$ cat src/rtl/cvp_pkg.sv
`timescale 1ns / 1ps

package cvp_pkg;

    // widths fixed by the stream and register formats
    localparam int CELL_W      = 16;
    localparam int LEVEL_W     = 16;
    localparam int CFG_IDX_W   = 2;
    localparam int S_DATA_W    = 24;
    localparam int M_DATA_W    = 8;
    localparam int VOLT_BITS_DEF = 16;

    localparam logic [LEVEL_W-1:0] OVER_EN_RST   = LEVEL_W'(4200);
    localparam logic [LEVEL_W-1:0] OVER_REL_RST  = LEVEL_W'(4100);
    localparam logic [LEVEL_W-1:0] UNDER_EN_RST  = LEVEL_W'(3000);
    localparam logic [LEVEL_W-1:0] UNDER_REL_RST = LEVEL_W'(3100);

    typedef enum logic [CFG_IDX_W-1:0] {
        CFG_OVER_EN   = 2'd0,
        CFG_OVER_REL  = 2'd1,
        CFG_UNDER_EN  = 2'd2,
        CFG_UNDER_REL = 2'd3
    } t_cfg_idx;

    typedef struct packed {
        logic [LEVEL_W-1:0] over_en;
        logic [LEVEL_W-1:0] over_rel;
        logic [LEVEL_W-1:0] under_en;
        logic [LEVEL_W-1:0] under_rel;
    } t_levels;

endpackage

$ cat src/rtl/cvp_minmax.sv
`timescale 1ns / 1ps

module cvp_minmax #(
    parameter int VOLT_BITS = cvp_pkg::VOLT_BITS_DEF
) (
    input  logic                 i_clk,
    input  logic                 i_rst_n,
    input  logic                 i_adv,
    input  logic                 i_has,
    input  logic                 i_last,
    input  logic [VOLT_BITS-1:0] i_volt,
    output logic [VOLT_BITS-1:0] o_frame_min,
    output logic [VOLT_BITS-1:0] o_frame_max
);

    logic [VOLT_BITS-1:0] r_min, n_min;
    logic [VOLT_BITS-1:0] r_max, n_max;

    always_comb begin
        n_min = (i_has && (i_volt < r_min)) ? i_volt : r_min;
        n_max = (i_has && (i_volt > r_max)) ? i_volt : r_max;
    end

    assign o_frame_min = n_min;
    assign o_frame_max = n_max;

    always_ff @(posedge i_clk) begin
        if (!i_rst_n) begin
            r_min <= {VOLT_BITS{1'b1}};
            r_max <= '0;
        end else if (i_adv) begin
            // restore for the next frame once the last item is consumed
            if (i_last) begin
                r_min <= {VOLT_BITS{1'b1}};
                r_max <= '0;
            end else begin
                r_min <= n_min;
                r_max <= n_max;
            end
        end
    end

endmodule

$ cat src/rtl/cvp_eval.sv
`timescale 1ns / 1ps

module cvp_eval #(
    parameter int VOLT_BITS = cvp_pkg::VOLT_BITS_DEF
) (
    input  logic                          i_clk,
    input  logic                          i_rst_n,
    input  logic                          i_fire,
    input  logic                          i_pack,
    input  logic [VOLT_BITS-1:0]          i_min,
    input  logic [VOLT_BITS-1:0]          i_max,
    input  cvp_pkg::t_levels              i_lvl,
    input  logic                          i_m_tready,
    output logic                          o_m_tvalid,
    output logic [cvp_pkg::M_DATA_W-1:0]  o_m_tdata,
    output logic                          o_free
);

    localparam int CMP_W = (VOLT_BITS > cvp_pkg::LEVEL_W) ? VOLT_BITS : cvp_pkg::LEVEL_W;

    logic             r_over, r_under;
    logic             n_over, n_under;
    logic             r_out_valid;
    logic [3:0]       r_out_flags;
    logic [CMP_W-1:0] w_min, w_max;
    logic [CMP_W-1:0] w_oe, w_or, w_ue, w_ur;
    logic             w_bad;

    always_comb begin
        w_min = CMP_W'(i_min);
        w_max = CMP_W'(i_max);
        w_oe  = CMP_W'(i_lvl.over_en);
        w_or  = CMP_W'(i_lvl.over_rel);
        w_ue  = CMP_W'(i_lvl.under_en);
        w_ur  = CMP_W'(i_lvl.under_rel);
        w_bad = !i_pack || (i_min == {VOLT_BITS{1'b1}}) || (i_max == '0);
        if (w_bad) begin
            n_over  = 1'b1;
            n_under = 1'b1;
        end else begin
            // over sets above its enable level and clears only below both levels; under mirrors it
            n_over  = (w_max > w_oe) || (r_over && !((w_max < w_oe) && (w_max < w_or)));
            n_under = (w_min < w_ue) || (r_under && !((w_min > w_ue) && (w_min > w_ur)));
        end
    end

    assign o_free     = !r_out_valid || i_m_tready;
    assign o_m_tvalid = r_out_valid;
    assign o_m_tdata  = {{(cvp_pkg::M_DATA_W - 4){1'b0}}, r_out_flags};

    always_ff @(posedge i_clk) begin
        if (!i_rst_n) begin
            r_over      <= 1'b0;
            r_under     <= 1'b0;
            r_out_valid <= 1'b0;
        end else if (i_fire) begin
            r_over      <= n_over;
            r_under     <= n_under;
            r_out_valid <= 1'b1;
        end else if (i_m_tready) begin
            r_out_valid <= 1'b0;
        end
    end

    always_ff @(posedge i_clk) begin
        if (i_fire) begin
            r_out_flags <= {!n_under, !n_over, n_under, n_over};
        end
    end

endmodule

$ cat src/rtl/cell_voltage_protection_unit.sv
`timescale 1ns / 1ps

// Channel   Dir  Signals                                   Content
// s_axis    in   tvalid tready tdata[23:0] tuser tlast      one cell item per transfer
// m_axis    out  tvalid tready tdata[7:0]                   flags, one per frame
// cfg       in   i_cfg_valid o_cfg_ready i_cfg_index/data   threshold register write
//
// One item is accepted per cycle while s_axis_tready is high; it waits in the input
// register, and the frame result is loaded into the output register from the last item.
// Reset clears the flags, restores min/max and loads the default thresholds.
// A last item waits in the input register while a previous result is unread;
// only then does s_axis_tready drop. Config writes are always taken.
module cell_voltage_protection_unit #(
    parameter int VOLT_BITS = cvp_pkg::VOLT_BITS_DEF
) (
    input  logic                               i_clk,
    input  logic                               i_rst_n,
    input  logic                               s_axis_tvalid,
    output logic                               s_axis_tready,
    // [0] pack_connected, [16:1] cell reading, [23:17] zero
    input  logic [cvp_pkg::S_DATA_W-1:0]       s_axis_tdata,
    // [0] has_cell
    input  logic                               s_axis_tuser,
    input  logic                               s_axis_tlast,
    output logic                               m_axis_tvalid,
    input  logic                               m_axis_tready,
    // [0] over_voltage, [1] under_voltage, [2] charge_enable,
    // [3] discharge_enable, [7:4] zero
    output logic [cvp_pkg::M_DATA_W-1:0]       m_axis_tdata,
    input  logic                               i_cfg_valid,
    output logic                               o_cfg_ready,
    input  logic [cvp_pkg::CFG_IDX_W-1:0]      i_cfg_index,
    input  logic [cvp_pkg::LEVEL_W-1:0]        i_cfg_data
);

    localparam int EXT_W = (VOLT_BITS > cvp_pkg::CELL_W) ? VOLT_BITS : cvp_pkg::CELL_W;

    cvp_pkg::t_levels     r_lvl;
    logic                 r_in_valid;
    logic                 r_in_pack;
    logic                 r_in_has;
    logic                 r_in_last;
    logic [VOLT_BITS-1:0] r_in_volt;
    logic                 w_accept, w_adv, w_free;
    logic [VOLT_BITS-1:0] w_volt, w_fmin, w_fmax;

    assign o_cfg_ready = 1'b1;

    always_ff @(posedge i_clk) begin
        if (!i_rst_n) begin
            r_lvl.over_en   <= cvp_pkg::OVER_EN_RST;
            r_lvl.over_rel  <= cvp_pkg::OVER_REL_RST;
            r_lvl.under_en  <= cvp_pkg::UNDER_EN_RST;
            r_lvl.under_rel <= cvp_pkg::UNDER_REL_RST;
        end else if (i_cfg_valid && o_cfg_ready) begin
            case (cvp_pkg::t_cfg_idx'(i_cfg_index))
                cvp_pkg::CFG_OVER_EN:   r_lvl.over_en   <= i_cfg_data;
                cvp_pkg::CFG_OVER_REL:  r_lvl.over_rel  <= i_cfg_data;
                cvp_pkg::CFG_UNDER_EN:  r_lvl.under_en  <= i_cfg_data;
                cvp_pkg::CFG_UNDER_REL: r_lvl.under_rel <= i_cfg_data;
                default: ;
            endcase
        end
    end

    // mask the reading to the tracked width
    assign w_volt = VOLT_BITS'(EXT_W'(s_axis_tdata[cvp_pkg::CELL_W:1]));

    // only a last item needs room in the output register
    assign w_adv         = r_in_valid && (!r_in_last || w_free);
    assign s_axis_tready = !r_in_valid || w_adv;
    assign w_accept      = s_axis_tvalid && s_axis_tready;

    always_ff @(posedge i_clk) begin
        if (!i_rst_n) begin
            r_in_valid <= 1'b0;
        end else if (w_accept) begin
            r_in_valid <= 1'b1;
        end else if (w_adv) begin
            r_in_valid <= 1'b0;
        end
    end

    always_ff @(posedge i_clk) begin
        if (w_accept) begin
            r_in_pack <= s_axis_tdata[0];
            r_in_has  <= s_axis_tuser;
            r_in_last <= s_axis_tlast;
            r_in_volt <= w_volt;
        end
    end

    cvp_minmax #(
        .VOLT_BITS (VOLT_BITS)
    ) u_minmax (
        .i_clk       (i_clk),
        .i_rst_n     (i_rst_n),
        .i_adv       (w_adv),
        .i_has       (r_in_has),
        .i_last      (r_in_last),
        .i_volt      (r_in_volt),
        .o_frame_min (w_fmin),
        .o_frame_max (w_fmax)
    );

    cvp_eval #(
        .VOLT_BITS (VOLT_BITS)
    ) u_eval (
        .i_clk      (i_clk),
        .i_rst_n    (i_rst_n),
        .i_fire     (w_adv && r_in_last),
        .i_pack     (r_in_pack),
        .i_min      (w_fmin),
        .i_max      (w_fmax),
        .i_lvl      (r_lvl),
        .i_m_tready (m_axis_tready),
        .o_m_tvalid (m_axis_tvalid),
        .o_m_tdata  (m_axis_tdata),
        .o_free     (w_free)
    );

`ifndef SYNTHESIS
    a_stall_cause: assert property (@(posedge i_clk) disable iff (!i_rst_n)
        !s_axis_tready |-> (r_in_valid && r_in_last && m_axis_tvalid && !m_axis_tready))
        else $error("input stalled without a pending result");

    a_result_follows: assert property (@(posedge i_clk) disable iff (!i_rst_n)
        (w_adv && r_in_last) |=> m_axis_tvalid)
        else $error("frame end did not produce a result");

    a_enables_inverse: assert property (@(posedge i_clk) disable iff (!i_rst_n)
        m_axis_tvalid |-> ((m_axis_tdata[2] != m_axis_tdata[0]) &&
                           (m_axis_tdata[3] != m_axis_tdata[1])))
        else $error("enable does not mirror its flag");
`endif

endmodule
$ cat config.mk
export PLATFORM = sky130hd
export DESIGN_NAME = cell_voltage_protection_unit
export DESIGN_NICKNAME = d
export VERILOG_FILES = /design/src/rtl/cvp_pkg.sv /design/src/rtl/cvp_minmax.sv /design/src/rtl/cvp_eval.sv /design/src/rtl/cell_voltage_protection_unit.sv
export SDC_FILE = /design/constraint.sdc
export NUM_CORES = 1
export LEC_CHECK = 0
export ABC_CLOCK_PERIOD_IN_PS = 4100
export BUFFER_PORTS_ARGS = -buffer_cell sky130_fd_sc_hd__buf_2
export CAP_MARGIN = 20
export CORE_UTILIZATION = 35
export DETAILED_ROUTE_END_ITERATION = 10
export PLACE_DENSITY = 0.59
export SLEW_MARGIN = 20
export SYNTH_ARGS = -nofsm -noshare
export SYNTH_HDL_FRONTEND = slang
export SYNTH_SLANG_ARGS = --single-unit
$ cat constraint.sdc
create_clock -name i_clk -period 4.1 [get_ports i_clk]
set_input_delay 0 -clock i_clk [delete_from_list [all_inputs] [get_ports i_clk]]
set_output_delay 0 -clock i_clk [all_outputs]
set_load 0.05 [all_outputs]
; Word-level counts from Yosys, hierarchy flattened
; Cells that the tools add are included.
[op_classes]
order_cmp = 8
n_eq_ne = 4
muxes = 10
n_reduce_logical = 32
[ops]
columns = op, n
row1 = greater-than comparator 16 bit, 4
row2 = < comparator 16 bit, 4
row3 = two-way mux 16 bit, 4
row4 = "== test 16 bit, second input constant", 1
row5 = logical NOT 16 bit, 1
row6 = logical AND 1 bit, 9
row7 = logical NOT 1 bit, 8
row8 = AND reduction 2 bit, 4
row9 = logical OR 1 bit, 7
row10 = two-way mux 1 bit, 6
row11 = "== test 2 bit, second input constant", 2
row12 = nonzero test 2 bit, 2
row13 = "== test 2 x 1 -> 1 bit, second input constant", 1
row14 = logical NOT 2 bit, 1
[totals]
register_bits = 123
input_bits = 49
out_inout_bits = 11
word_cells = 69

; Logic depth before layout (Yosys ltp)
; Gate-level depths: netlist (run 1).
[depth]
depth_word = 10
ltp_mapped = 17
mapped_depth_nobuf = 16

; Modules after synthesis
; Synthesis (run 1) repeated with hierarchy kept, for this count alone.
[unflattened]
cells_unflattened = 861
hier_area_um2 = 7832.5
[modules_own_cells]
columns = module, n_inst, cells_each, area_per_inst_um2, seq_area_each_um2
row1 = cell_voltage_protection_unit, 1, 268, 3133.0, 1871.8
row2 = cvp_minmax, 1, 331, 2727.6, 640.6
row3 = cvp_eval, 1, 262, 1971.9, 180.2

; Worst setup path before layout (run 1)
; OpenSTA, ideal clock, no wires.
[synth_timing]
path_type = register to register
from = register r_in_volt[15]
to = register u_eval.r_out_flags[0], data pin
setup_time_ns = 0.266
arrival_ns = 3.890
required_ns = 3.834
slack_ns = -0.056
path_stages_with_launch = 15
n_path_buf = 1
cell_sequence = edfxtp_1 -> ha_1 -> nand4_1 -> a2111o_1 -> a31oi_4 -> buf_4 -> mux2_2 -> ha_1 -> a21o_1 -> a21o_1 -> a211oi_1 -> a2bb2oi_1 -> a32oi_1 -> a2111oi_2 -> nand2_1
[synth_via]
elab_chain_len = 9
[synth_lines]
columns = item, line_no
row1 = "start, declared", cell_voltage_protection_unit.sv:43  ; logic [VOLT_BITS-1:0] r_in_volt;
row2 = "start signal, assigned", cell_voltage_protection_unit.sv:89  ; r_in_volt <= w_volt;
row3 = greater-than comparator 16 bit, cvp_minmax.sv:21  ; n_max = (i_has && (i_volt > r_max)) ? i_volt : r_max;
row4 = logical AND 1 bit, cvp_minmax.sv:21
row5 = two-way mux 16 bit, cvp_minmax.sv:21
row6 = < comparator 16 bit, cvp_eval.sv:42  ; n_over = (w_max > w_oe) || (r_over && !((w_max < w_oe) && (w_max < w_or)));
row7 = logical AND 1 bit, cvp_eval.sv:42
row8 = logical NOT 1 bit, cvp_eval.sv:42
row9 = logical AND 1 bit, cvp_eval.sv:42
row10 = logical OR 1 bit, cvp_eval.sv:42
row11 = two-way mux 1 bit *, cvp_eval.sv:37  ; if (w_bad) begin
row12 = via u_eval.n_over, cvp_eval.sv:22  ; logic n_over, n_under;
row13 = "end signal, assigned", cvp_eval.sv:67  ; r_out_flags <= {!n_under, !n_over, n_under, n_over};
row14 = "end, declared", cvp_eval.sv:24  ; logic [3:0] r_out_flags;
; The timed path passes the listed nets; every way through them passes the cells marked *.
; A chain may end at the register's enable or synchronous reset.

; Final worst setup path (run 1)
[layout_timing]
from = register r_in_volt[1]
to = register u_eval.r_out_flags[0], data pin
; Same word-level chain as after synthesis.

==> impl_results.md, run 1 <==
- Cells after synthesis: roughly 840
- Synth top area cells: dfxtp_1 27%, ha_1 16%, edfxtp_1 9.4%
- Ant. Diodes: 0
- Seq/Total Area, Yosys: 0.366
- Gpl congestion: 0.870
- CP max FO: 3
- Avg WL per Cell: 17.9 um
- Routed WL: 23800 um
- Worst Path Arrival: 4300 ps
- DRC: 0
- WS Path Type: flip-flop to flip-flop
- #FFs+latches synth: 123
- Hold wc startpoint: m_axis_tready
- CTS tree: built
- Grt ovf: 0
- Synth area leader: dfxtp_1
- CTS clk-pin slew, worst paths: 60 ps
- Max H-tree Level: 4
- Die Wd: 147 um
- DRT Pass-1 Iters: 5
- Worst r2r src: r_in_volt[1]$_DFFE_PP_
- Design area: 10600 um^2
- Boundary Pins: 60
- Initial DRC count: about 530
- Core Region: 20400 um^2
- RR Endpoint: u_eval.r_out_flags[0]$_DFFE_PP_
- Slew Limit Headroom: 0.467
- Reg2reg setup slack: -30 ps
- Final hold slack: ~82 ps
- CP most frequent cell: buf_6
- # nets final: 1191
- Largest net degree at the start of global routing: 84
- Synth Warn #: 0
- Post-synth cell types: 50
- CP peak stage delay: 460 ps
- Final period util: 1.01
- Seq. cell area: 2690 um^2
- Dpl cells: 1231
- Final Non-Filler Cells: 1331
- Cell Area, Placed: approximately 8600 um^2
- Global-route wire length before repair: 35300 um
- Dpl hpwl: 16200 um
- CTS root buf: clkbuf_16
- Commonest non-fill, non-tap cell in the layout: nand2_1
- Total power: 3720 uW
- Tot GR Track Use: 0.215
- Die height: 147 um
- Worst Hold Depth: 4
- Final ANT Viol Nets: 0
- Pwr Density: about 350 nW/um^2
- Dominant synthesized flop cell: dfxtp_1
- HP Class: input port to flip-flop
- Initial antenna violation count: 0
- Worst EP required: 4270 ps
- Worst setup SP type: flip-flop
- Max Cap Violations: 0
- Hold endpoint: u_eval.o_m_tvalid$_SDFFE_PN0P_
- Commonest non-fill, non-tap cells in the layout: 177 x nand2_1, 122 x buf_4, 100 x dfxtp_1, 98 x inv_1, 65 x ha_1
- RSZ-0062 raised after global routing: yes
- CP Cell Sequence: ha_1 > nor2b_4 > o211ai_1 > a2111o_1 > buf_6 > a31oi_4 > buf_6 > mux2_4 > ha_4 > nand4_1 > nor3_2 > nand2_2 > o21ai_4 > o2111ai_2 > a2111oi_4 > nand2_1
- Synth top area share: 0.272
- FILL cells: 1849
- Outcome: finished with violations
- Slew Viols, Final: 0
- Layout cell share with drive strength beyond 1: 0.295
- Vias: 6825
- Final hold violation count: 0
- Final core occ: 0.517
- Initial Utilization: 0.360
- Fin crit period: 4130 ps
- Post-synth ARST share: 0
- Post-synth EDFFs: 23
- Final setup viols: 2
- Rows: 52
- P_leak: roughly 0.0045 uW
- CP max stage cell: edfxtp_1
- Worst setup margin: -34.6 ps
- Reg2Reg Depth: 16
- Layout area overhead: 43.5%
- Critical path's top delay family: compound AO/OA/AOI/OAI gates
- Number of global-route vias before repair: 6407
- Worst-margin pin slew: 800 ps
- FMAX: roughly 0.24 GHz
- CTS Buffer Depth: 2
- Clock sinks: roughly 120
- Die area: 21600 um^2
- Clk_lat worst skew: 430 ps
- Port bufs: 47
- Avg Vias per Cell: 5.13
- Multi-input logic area: 4820 um^2
- Syn avg cell area: 8.77 um^2
- Num CTS Buffers: 17
- Worst vdd ir: 0.222 mV
- Post-Syn Area: approximately 7400 um^2
- Critical Path End Type: flip-flop
- Worst path bufs/invs: 2
- Failing checks: negative setup slack
- Clock skew: 16.0 ps
==> synthesized netlist by cell type (4+ instances only) <==
master    instances
nor4_1           13
clkbuf_1         26
nand3_1           4
mux2_2           30
a21oi_1          24
nor3_1            6
inv_1            98
o211ai_1         37
nor2b_1           9
nand2_1         180
ha_1             94
o21a_1           10
buf_4             6
a21boi_0         62
a31oi_1           5
nor2_1           12
o21ai_0          16
dfxtp_1         100
edfxtp_1         23
a21o_1           13
nand4_1          28
==> power breakdown <==
part / switching (uW) / internal (uW) / total (uW)
combinational: 402 / 379 / 781
sequential: 30.1 / 1280 / 1310
clock: 597 / 1030 / 1630
total: 1030 / 2700 / 3720
==> sequential cells by signal, summed over array words and instances, names as in the netlist <==
| signal | cells |
|---|---|
| r_lvl | 64 |
| u_eval.r_under | 1 |
| u_minmax.r_min | 16 |
| r_in_volt | 16 |
| r_in_pack | 1 |
| r_in_valid | 1 |
| r_in_last | 1 |
| u_minmax.r_max | 16 |
| r_in_has | 1 |
| u_eval.o_m_tvalid | 1 |
| u_eval.r_out_flags | 4 |
| u_eval.r_over | 1 |
==> cells by family (layout without fill, tap and decap cells) <==
family	count (synthesis)	in the layout	synth area share
and+or+nand+nor	264	264	0.158
AOI/OAI and AO/OA	189	191	0.192
buffers and inverters	134	351	0.0719
DFF	123	123	0.366
adders and majority gates	94	94	0.160
muxes	33	33	0.0507
other	2	5	0.00102
==> what timing repair did <==
item,4_1_cts,5_1_grt
setup buffers,16,15
resized for setup,35,79
setup endpoints to repair,6,6
endpoints found under the hold margin,85,0
hold buffers,37,0
pin swaps,24,43
gates cloned,2,0
==> per-stage QoR <==
step / setup TNS (ps) / setup slack, ps
6_report: -48.5 / -34.6
5_1_grt: -732 / -198
4_1_cts: -11.1 / -11.1
3_5_place_dp: -1100 / -239
3_3_place_gp: -849 / -200
2_1_floorplan: 0 / 16.4
==> worst max path at each step <==
| stage | to | cells past startpoint | slack (ps) | start |
|---|---|---|---|---|
| floorplan | u_eval.r_out_flags[0]$_DFFE_PP_ | 14 | 20 | r_in_volt[15]$_DFFE_PP_ |
| global placement | u_eval.r_out_flags[1]$_DFFE_PP_ | 14 | -200 | r_in_volt[7]$_DFFE_PP_ |
| detailed placement | u_eval.r_out_flags[1]$_DFFE_PP_ | 14 | -240 | r_in_volt[7]$_DFFE_PP_ |
| CTS | u_eval.r_out_flags[0]$_DFFE_PP_ | 16 | -10 | r_in_volt[1]$_DFFE_PP_ |
| global route | u_eval.r_out_flags[0]$_DFFE_PP_ | 18 | -200 | r_in_volt[1]$_DFFE_PP_ |
| finish | u_eval.r_out_flags[0]$_DFFE_PP_ | 16 | -30 | r_in_volt[1]$_DFFE_PP_ |
==> layer usage <==
layer / GRT usage / share of wire / up-vias
li1: - / - / 3360
met4: 0.0686 / 0.021 / 0
met3: 0.0385 / 0.051 / 35
met5: 0 / 0 / -
met1: 0.313 / 0.49 / 3207
met2: 0.321 / 0.44 / 223
==> worst register-to-register path: stages (launching register included) <==
cell and delay, ps:
edfxtp_1 460, ha_1 340, nor2b_4 140, o211ai_1 120
a2111o_1 450, buf_6 150, a31oi_4 220, buf_6 140
mux2_4 330, ha_4 280, nand4_1 130, nor3_2 250
nand2_2 120, o21ai_4 90, o2111ai_2 150, a2111oi_4 420
nand2_1 100
==> layout make-up <==
class / count / area share
tap: 270 / 0.0320
sequential: 123 / 0.255
clock buffer: 20 / 0.0454
clock inverter: 12 / 0.0149
inverter: 98 / 0.0348
multi-input combinational: 587 / 0.457
timing repair buffer: 221 / 0.161
(Power assumes the default switching activity.)
==> inputs of run 2 (changes only) <==
Settings changed: ABC_AREA set to 1, CELL_PAD_IN_SITES_DETAIL_PLACEMENT set to 1, CELL_PAD_IN_SITES_GLOBAL_PLACEMENT set to 1, PLACE_DENSITY 0.59 to 0.74.
==> run 2 against run 1 <==
The run now ends clean; synthesized cell count up 9.2%; clock skew down 9.1 ps; sequential power about the same; via count down 8.3%; critical path depth up 4; synthesized area down 3.1%; design area down 18%; routed wire length down 17%; power down 5.3%; global-route usage down 1.2 points; critical path type unchanged; highest routed layer unchanged.
==> impl_results.md, run 2 <==
- Outcome: completed
- Switching share of power: 0.274
- Initial DRC count: approximately 290
- Synth top area cells: dfxtp_1 28%, ha_1 16%, nand2_1 9.9%
- CP peak stage delay: 450 ps
- Core Region: 19700 um^2
- Number of global-route vias before repair: 6338
- Dpl hpwl: 14900 um
- WS Path Type: flip-flop to flip-flop
- CTS root buf: clkbuf_16
- FMAX: 0.265 GHz
- CP max stage cell: edfxtp_1
- Worst EP required: 4250 ps
- Worst vdd ir: 0.242 mV
- Worst Path Arrival: 3920 ps
- Clock sinks: 123
- Synth Warn #: 0
- Slew Viols, Final: 0
- Post-synth ARST share: 0
- Max Cap Violations: 0
- Clk_lat worst skew: around 420 ps
- FILL cells: 2422
- Worst path bufs/invs: 4
- DRC: 0
- Worst setup margin: 330 ps
- Ant. Diodes: 0
- Setup TNS: 0 ps
- Combinational share of power: 0.181
- Pwr Density: between 400 and 500 nW/um^2
- Final hold violation count: 0
- Layout cell share with drive strength beyond 1: 0.114
- Cells after synthesis: ~900
- Grt ovf: 0
- Avg WL per Cell: 15.5 um
- Final hold slack: 116 ps
- Post-synth EDFFs: 23
- Dominant synthesized flop cell: dfxtp_1
- Commonest non-fill, non-tap cells in the layout: 188 x nand2_1, 152 x inv_1, 105 x a21oi_1, 100 x dfxtp_1, 94 x ha_1
- Most flops, register: r_lvl
- Clock skew: ~6.9 ps
- Pint: 2560 uW
- Avg Vias per Cell: 4.89
- Clock power frac: 0.443
- CP most frequent cell: nand2_1
- Gpl congestion: between 0.7 and 0.8
- Seq. cell area: 2690 um^2
- CP max FO: 11
- Worst-margin pin slew: 1010 ps
- P_sw: between 900 and 1000 uW
- Port bufs: between 40 and 50
- Final period util: 0.920
- P_leak: 0.00408 uW
- CTS Buffer Depth: 2
- # nets final: 1146
- DRT Pass-1 Iters: 4
- Die height: 145 um
- Vias: 6259
- Final ANT Viol Nets: 0
- Rows: 51
- CTS tree: built
- Num CTS Buffers: 17
- Boundary Pins: 60
- Commonest non-fill, non-tap cell in the layout: nand2_1
- Fin crit period: 3770 ps
- CP Cell Sequence: ha_1 > nand2_1 > inv_2 > nand3_1 > inv_1 > a21oi_2 > nand3_4 > buf_12 > nand2_1 > o21ai_2 > ha_1 > nand2_1 > inv_1 > nand3_1 > nor3_1 > nand2_1 > o2111ai_1 > nand3_1 > a21oi_1 > nand2_2
- Critical Path End Type: flip-flop
- Largest net degree at the start of global routing: 62
- Syn avg cell area: 7.78 um^2
- Multi-input logic area: around 3700 um^2
- HP Class: input port to flip-flop
- Seq/Total Area, Yosys: 0.378
- Most frequent cell after synthesis: nand2_1
- Global-route wire length before repair: 32000 um
- Largest register FFs: 64
- Slew Limit Headroom: 0.325
- Sequential power share: 0.376
- Routed WL: 19800 um
- Synth top area share: 0.281
- Die Wd: about 140 um
- Tot GR Track Use: 0.203
- Initial antenna violation count: 0
- Layout area overhead: 21.4%
- Total power: 3530 uW
- Post-place setup slack: 401 ps
- CTS clk-pin slew, worst paths: 50 ps
- RSZ-0062 raised after global routing: no
- #FFs+latches synth: approximately 120
- Initial Utilization: 0.362
- Worst setup SP type: flip-flop
- Max H-tree Level: 4
- Synth area leader: dfxtp_1
- Critical path's top delay family: simple AND/OR/NAND/NOR gates
- Final setup viols: 0
- Die area: about 21000 um^2
- Post-Syn Area: slightly above 7000 um^2
- Post-synth cell types: 32
- Post-synth top cells: 188 x nand2_1, 152 x inv_1, 105 x a21oi_1, 100 x dfxtp_1, 94 x ha_1
run 2: metrics by stage:
stage / instances / utilization / instance area, um^2
CTS: 1277 / 0.436 / 8600
floorplan: 919 / - / 7140
global route: 1281 / 0.439 / 8650
detailed placement: 1207 / 0.386 / 7620
global placement: 1207 / 0.386 / 7620
finish: 1281 / 0.439 / 8650
run 2: cells by family (layout without fill, tap and decap cells):
family | count (synthesis) | in the layout | synth area share
compound gates | 241 | 241 | 0.199
other cells | 2 | 5 | 0.00105
buf+inv | 193 | 290 | 0.108
simple gates | 263 | 263 | 0.150
fa+ha+maj | 94 | 94 | 0.165
flops | 123 | 123 | 0.378
run 2: final timing paths:
path / slack (ps) / depth (start not counted) / end / start
max: 330 / 20 / u_eval.r_out_flags[1]$_DFFE_PP_ / r_in_volt[15]$_DFFE_PP_
min: 120 / 4 / r_lvl[23]$_SDFFE_PN1P_ / i_cfg_index[0]
max reg2reg: 330 / 20 / u_eval.r_out_flags[1]$_DFFE_PP_ / r_in_volt[15]$_DFFE_PP_
min reg2reg: 460 / 2 / u_eval.r_under$_SDFFE_PN0P_ / u_eval.r_under$_SDFFE_PN0P_
run 2: worst min-delay path, delay by kind of cell:
family	cells	cell delay, ps
and+or+nand+nor	1	40
AOI/OAI and AO/OA	1	160
buffers and inverters	2	290
run 2: final cells by class:
type / instances / area share
clock buffer: 22 / 0.0525
clock inverter: 10 / 0.0169
inverter: 157 / 0.0681
multi-input combinational: 603 / 0.427
sequential: 123 / 0.311
tap: 265 / 0.0383
timing repair buffer: 101 / 0.0865
run 2: power by group through the flow:
stage | registers, uW | clock network, uW | logic (uW)
after floorplan | 1350 | 0 | 419
after global placement | 1350 | 0 | 572
after detailed placement | 1350 | 0 | 601
after CTS | 1330 | 1590 | 637
after global routing | 1330 | 1640 | 729
final | 1330 | 1560 | 639
run 2: layer usage:
metal	track usage	wire, um	share of wire	vias to the layer above
met5	0	0	0	-
met4	0.0765	384	0.019	0
met3	0.0362	483	0.024	25
met2	0.359	9810	0.49	74
met1	0.245	9150	0.46	2969
li1	-	-	-	3191
run 2: repair_timing:
| action | CTS | global route |
|---|---|---|
| setup endpoints to repair | 0 | 6 |
| hold buffers | 38 | 0 |
| hold endpoints to repair | 85 | 0 |
| gates resized for setup | 0 | 2 |
| buffers inserted | 0 | 4 |
==> inputs of run 3 (changes only) <==
==> constraint.sdc (replaced) <==
create_clock -name i_clk -period 4.1 [get_ports i_clk]
set_input_delay 1.23 -clock i_clk [delete_from_list [all_inputs] [get_ports i_clk]]
set_output_delay 1.23 -clock i_clk [all_outputs]
set_load 0.05 [all_outputs]
==> run 3 against run 2 <==
Non-clock buffer count is 39 lower; flip-flop and latch count stayed put; via count is 1.4% lower; critical path depth is 2 lower; worst setup slack worse by 21 ps; power is 1.2% lower; global-route usage is 0.31 points higher; critical endpoint unchanged.
==> impl_results.md, run 3 (synthesized netlist as in run 2, its figures left out) <==
- Outcome: completed
- DRC: 0
- Worst vdd ir: 0.259 mV
- Critical Path End Type: flip-flop
- Commonest non-fill, non-tap cells in the layout: 188 x nand2_1, 152 x inv_1, 105 x a21oi_1, 100 x dfxtp_1, 94 x ha_1
- CTS clk-pin slew, worst paths: roughly 60 ps
- Initial antenna violation count: 0
- Commonest non-fill, non-tap cell in the layout: nand2_1
- Num CTS Buffers: 17
- Design area: between 8000 and 9000 um^2
- Switching share of power: 0.280
- Dpl cells: 1210
- HP Class: flip-flop to flip-flop
- Sequential power share: 0.381
- Setup TNS: 0 ps
- Clock sinks: 123
- Final hold violation count: 0
- CTS root buf: clkbuf_16
- Dpl hpwl: 15000 um
- CP max FO: 16
- Avg WL per Cell: 16.0 um
- Max Cap Violations: 0
- Die height: about 140 um
- FILL cells: 2421
- FMAX: approximately 0.26 GHz
- Combinational share of power: 0.175
- Pint: 2510 uW
- DRT Pass-1 Iters: 5
- CTS tree: built
- Total power: 3480 uW
- Die Wd: 145 um
- Gpl congestion: between 0.8 and 0.9
- Final Non-Filler Cells: 1242
- Layout cell share with drive strength beyond 1: 0.120
- Clk_lat worst skew: 420 ps
- Clock power frac: 0.444
- Worst EP required: 4250 ps
- # nets final: 1107
- Boundary Pins: 60
- Avg Vias per Cell: 4.97
- Global-route wire length before repair: 32400 um
- Pwr Density: 421 nW/um^2
- WS Path Type: flip-flop to flip-flop
- P_leak: 0.00392 uW
- Max H-tree Level: 4
- Reg2reg setup slack: 310 ps
- CTS Buffer Depth: 2
- Number of global-route vias before repair: 6209
- Grt ovf: 0
- Ant. Diodes: 0
- Clock skew: 7.55 ps
- Slew Limit Headroom: 0.430
- RSZ-0062 raised after global routing: no
- Slew Viols, Final: 0
- Final ANT Viol Nets: 0
- Worst-margin pin slew: 855 ps
- Worst Path Arrival: around 3900 ps
- Layout area overhead: 15.9%
- Worst setup SP type: flip-flop
- Vias: 6170
- Initial Utilization: 0.362
- Rows: between 50 and 60
- Largest net degree at the start of global routing: 60
- Largest register FFs: 64
- Cell Area, Placed: about 7700 um^2
- Die area: 20900 um^2
- Initial DRC count: 248
- Most flops, register: r_lvl
- Port bufs: 47
- Core Region: around 20000 um^2
- Hold_buf cts: 0
- Final period util: 0.925
- Fin crit period: roughly 3800 ps
- Tot GR Track Use: 0.206
- Routed WL: 19800 um
- P_sw: 976 uW
- Final setup viols: 0
run 3: cell types whose count changed in the layout (fill, tap and decap cells not counted), sizes merged:
cell / change
bufinv: -2
dlygate4sd3: -38
clkbuf: +4
clkinv: -2
buf: -1
run 3: layout make-up:
class	instances	area, um^2	share of cell area
Clock buffer	26	522	0.0631
Sequential cell	123	2690	0.326
Clock inverter	6	80.1	0.00969
Multi-Input combinational cell	603	3690	0.446
Timing Repair Buffer	62	360	0.0436
Inverter	157	589	0.0713
Tap cell	265	332	0.0401
run 3: timing repair:
action | 4_1_cts | 5_1_grt
setup endpoints to repair | 0 | 3
setup buffers | 0 | 0
gates resized for setup | 0 | 2
run 3: power groups by stage:
stage	clock network [uW]	logic, uW	registers [uW]
final	1550	609	1330
after global routing	1640	700	1330
after CTS	1580	614	1330
after detailed placement	0	605	1350
after global placement	0	580	1350
after floorplan	0	419	1350
run 3: layer usage:
layer	vias up	global-route usage	share of wire
li1	3114	-	-
met1	2946	0.254	0.45
met2	85	0.364	0.50
met3	25	0.0369	0.031
met4	0	0.0654	0.017
met5	-	0	0
run 3: critical path, stage by stage (launching register included):
cell and delay (ps):
edfxtp_1 490, ha_1 350, nand2_1 80, inv_2 40, nand3_1 80, inv_1 60
a21oi_2 250, nand3_4 280, buf_12 250, nand2_1 70, o21ai_2 90, ha_1 320
nand2_1 80, nor3_1 430, nand2_1 120, o2111ai_1 130, nand3_1 110, a21oi_1 170
nand2_2 110
run 3: metrics by stage:
stage / util / worst slack [ps] / hold slack, ps
floorplan: - / 1070 / 426
global placement: 0.388 / 357 / 448
detailed placement: 0.388 / 250 / 448
CTS: 0.419 / 183 / 465
global route: 0.419 / 66.3 / 480
finish: 0.419 / 309 / 460
run 3: final timing paths:
path                      startpoint                               to  cells past startpoint
max          r_in_volt[15]$_DFFE_PP_  u_eval.r_out_flags[1]$_DFFE_PP_                     18
min           r_lvl[55]$_SDFFE_PN0P_           r_lvl[55]$_SDFFE_PN0P_                      2
max reg2reg  r_in_volt[15]$_DFFE_PP_  u_eval.r_out_flags[1]$_DFFE_PP_                     18
min reg2reg   r_lvl[55]$_SDFFE_PN0P_           r_lvl[55]$_SDFFE_PN0P_                      2
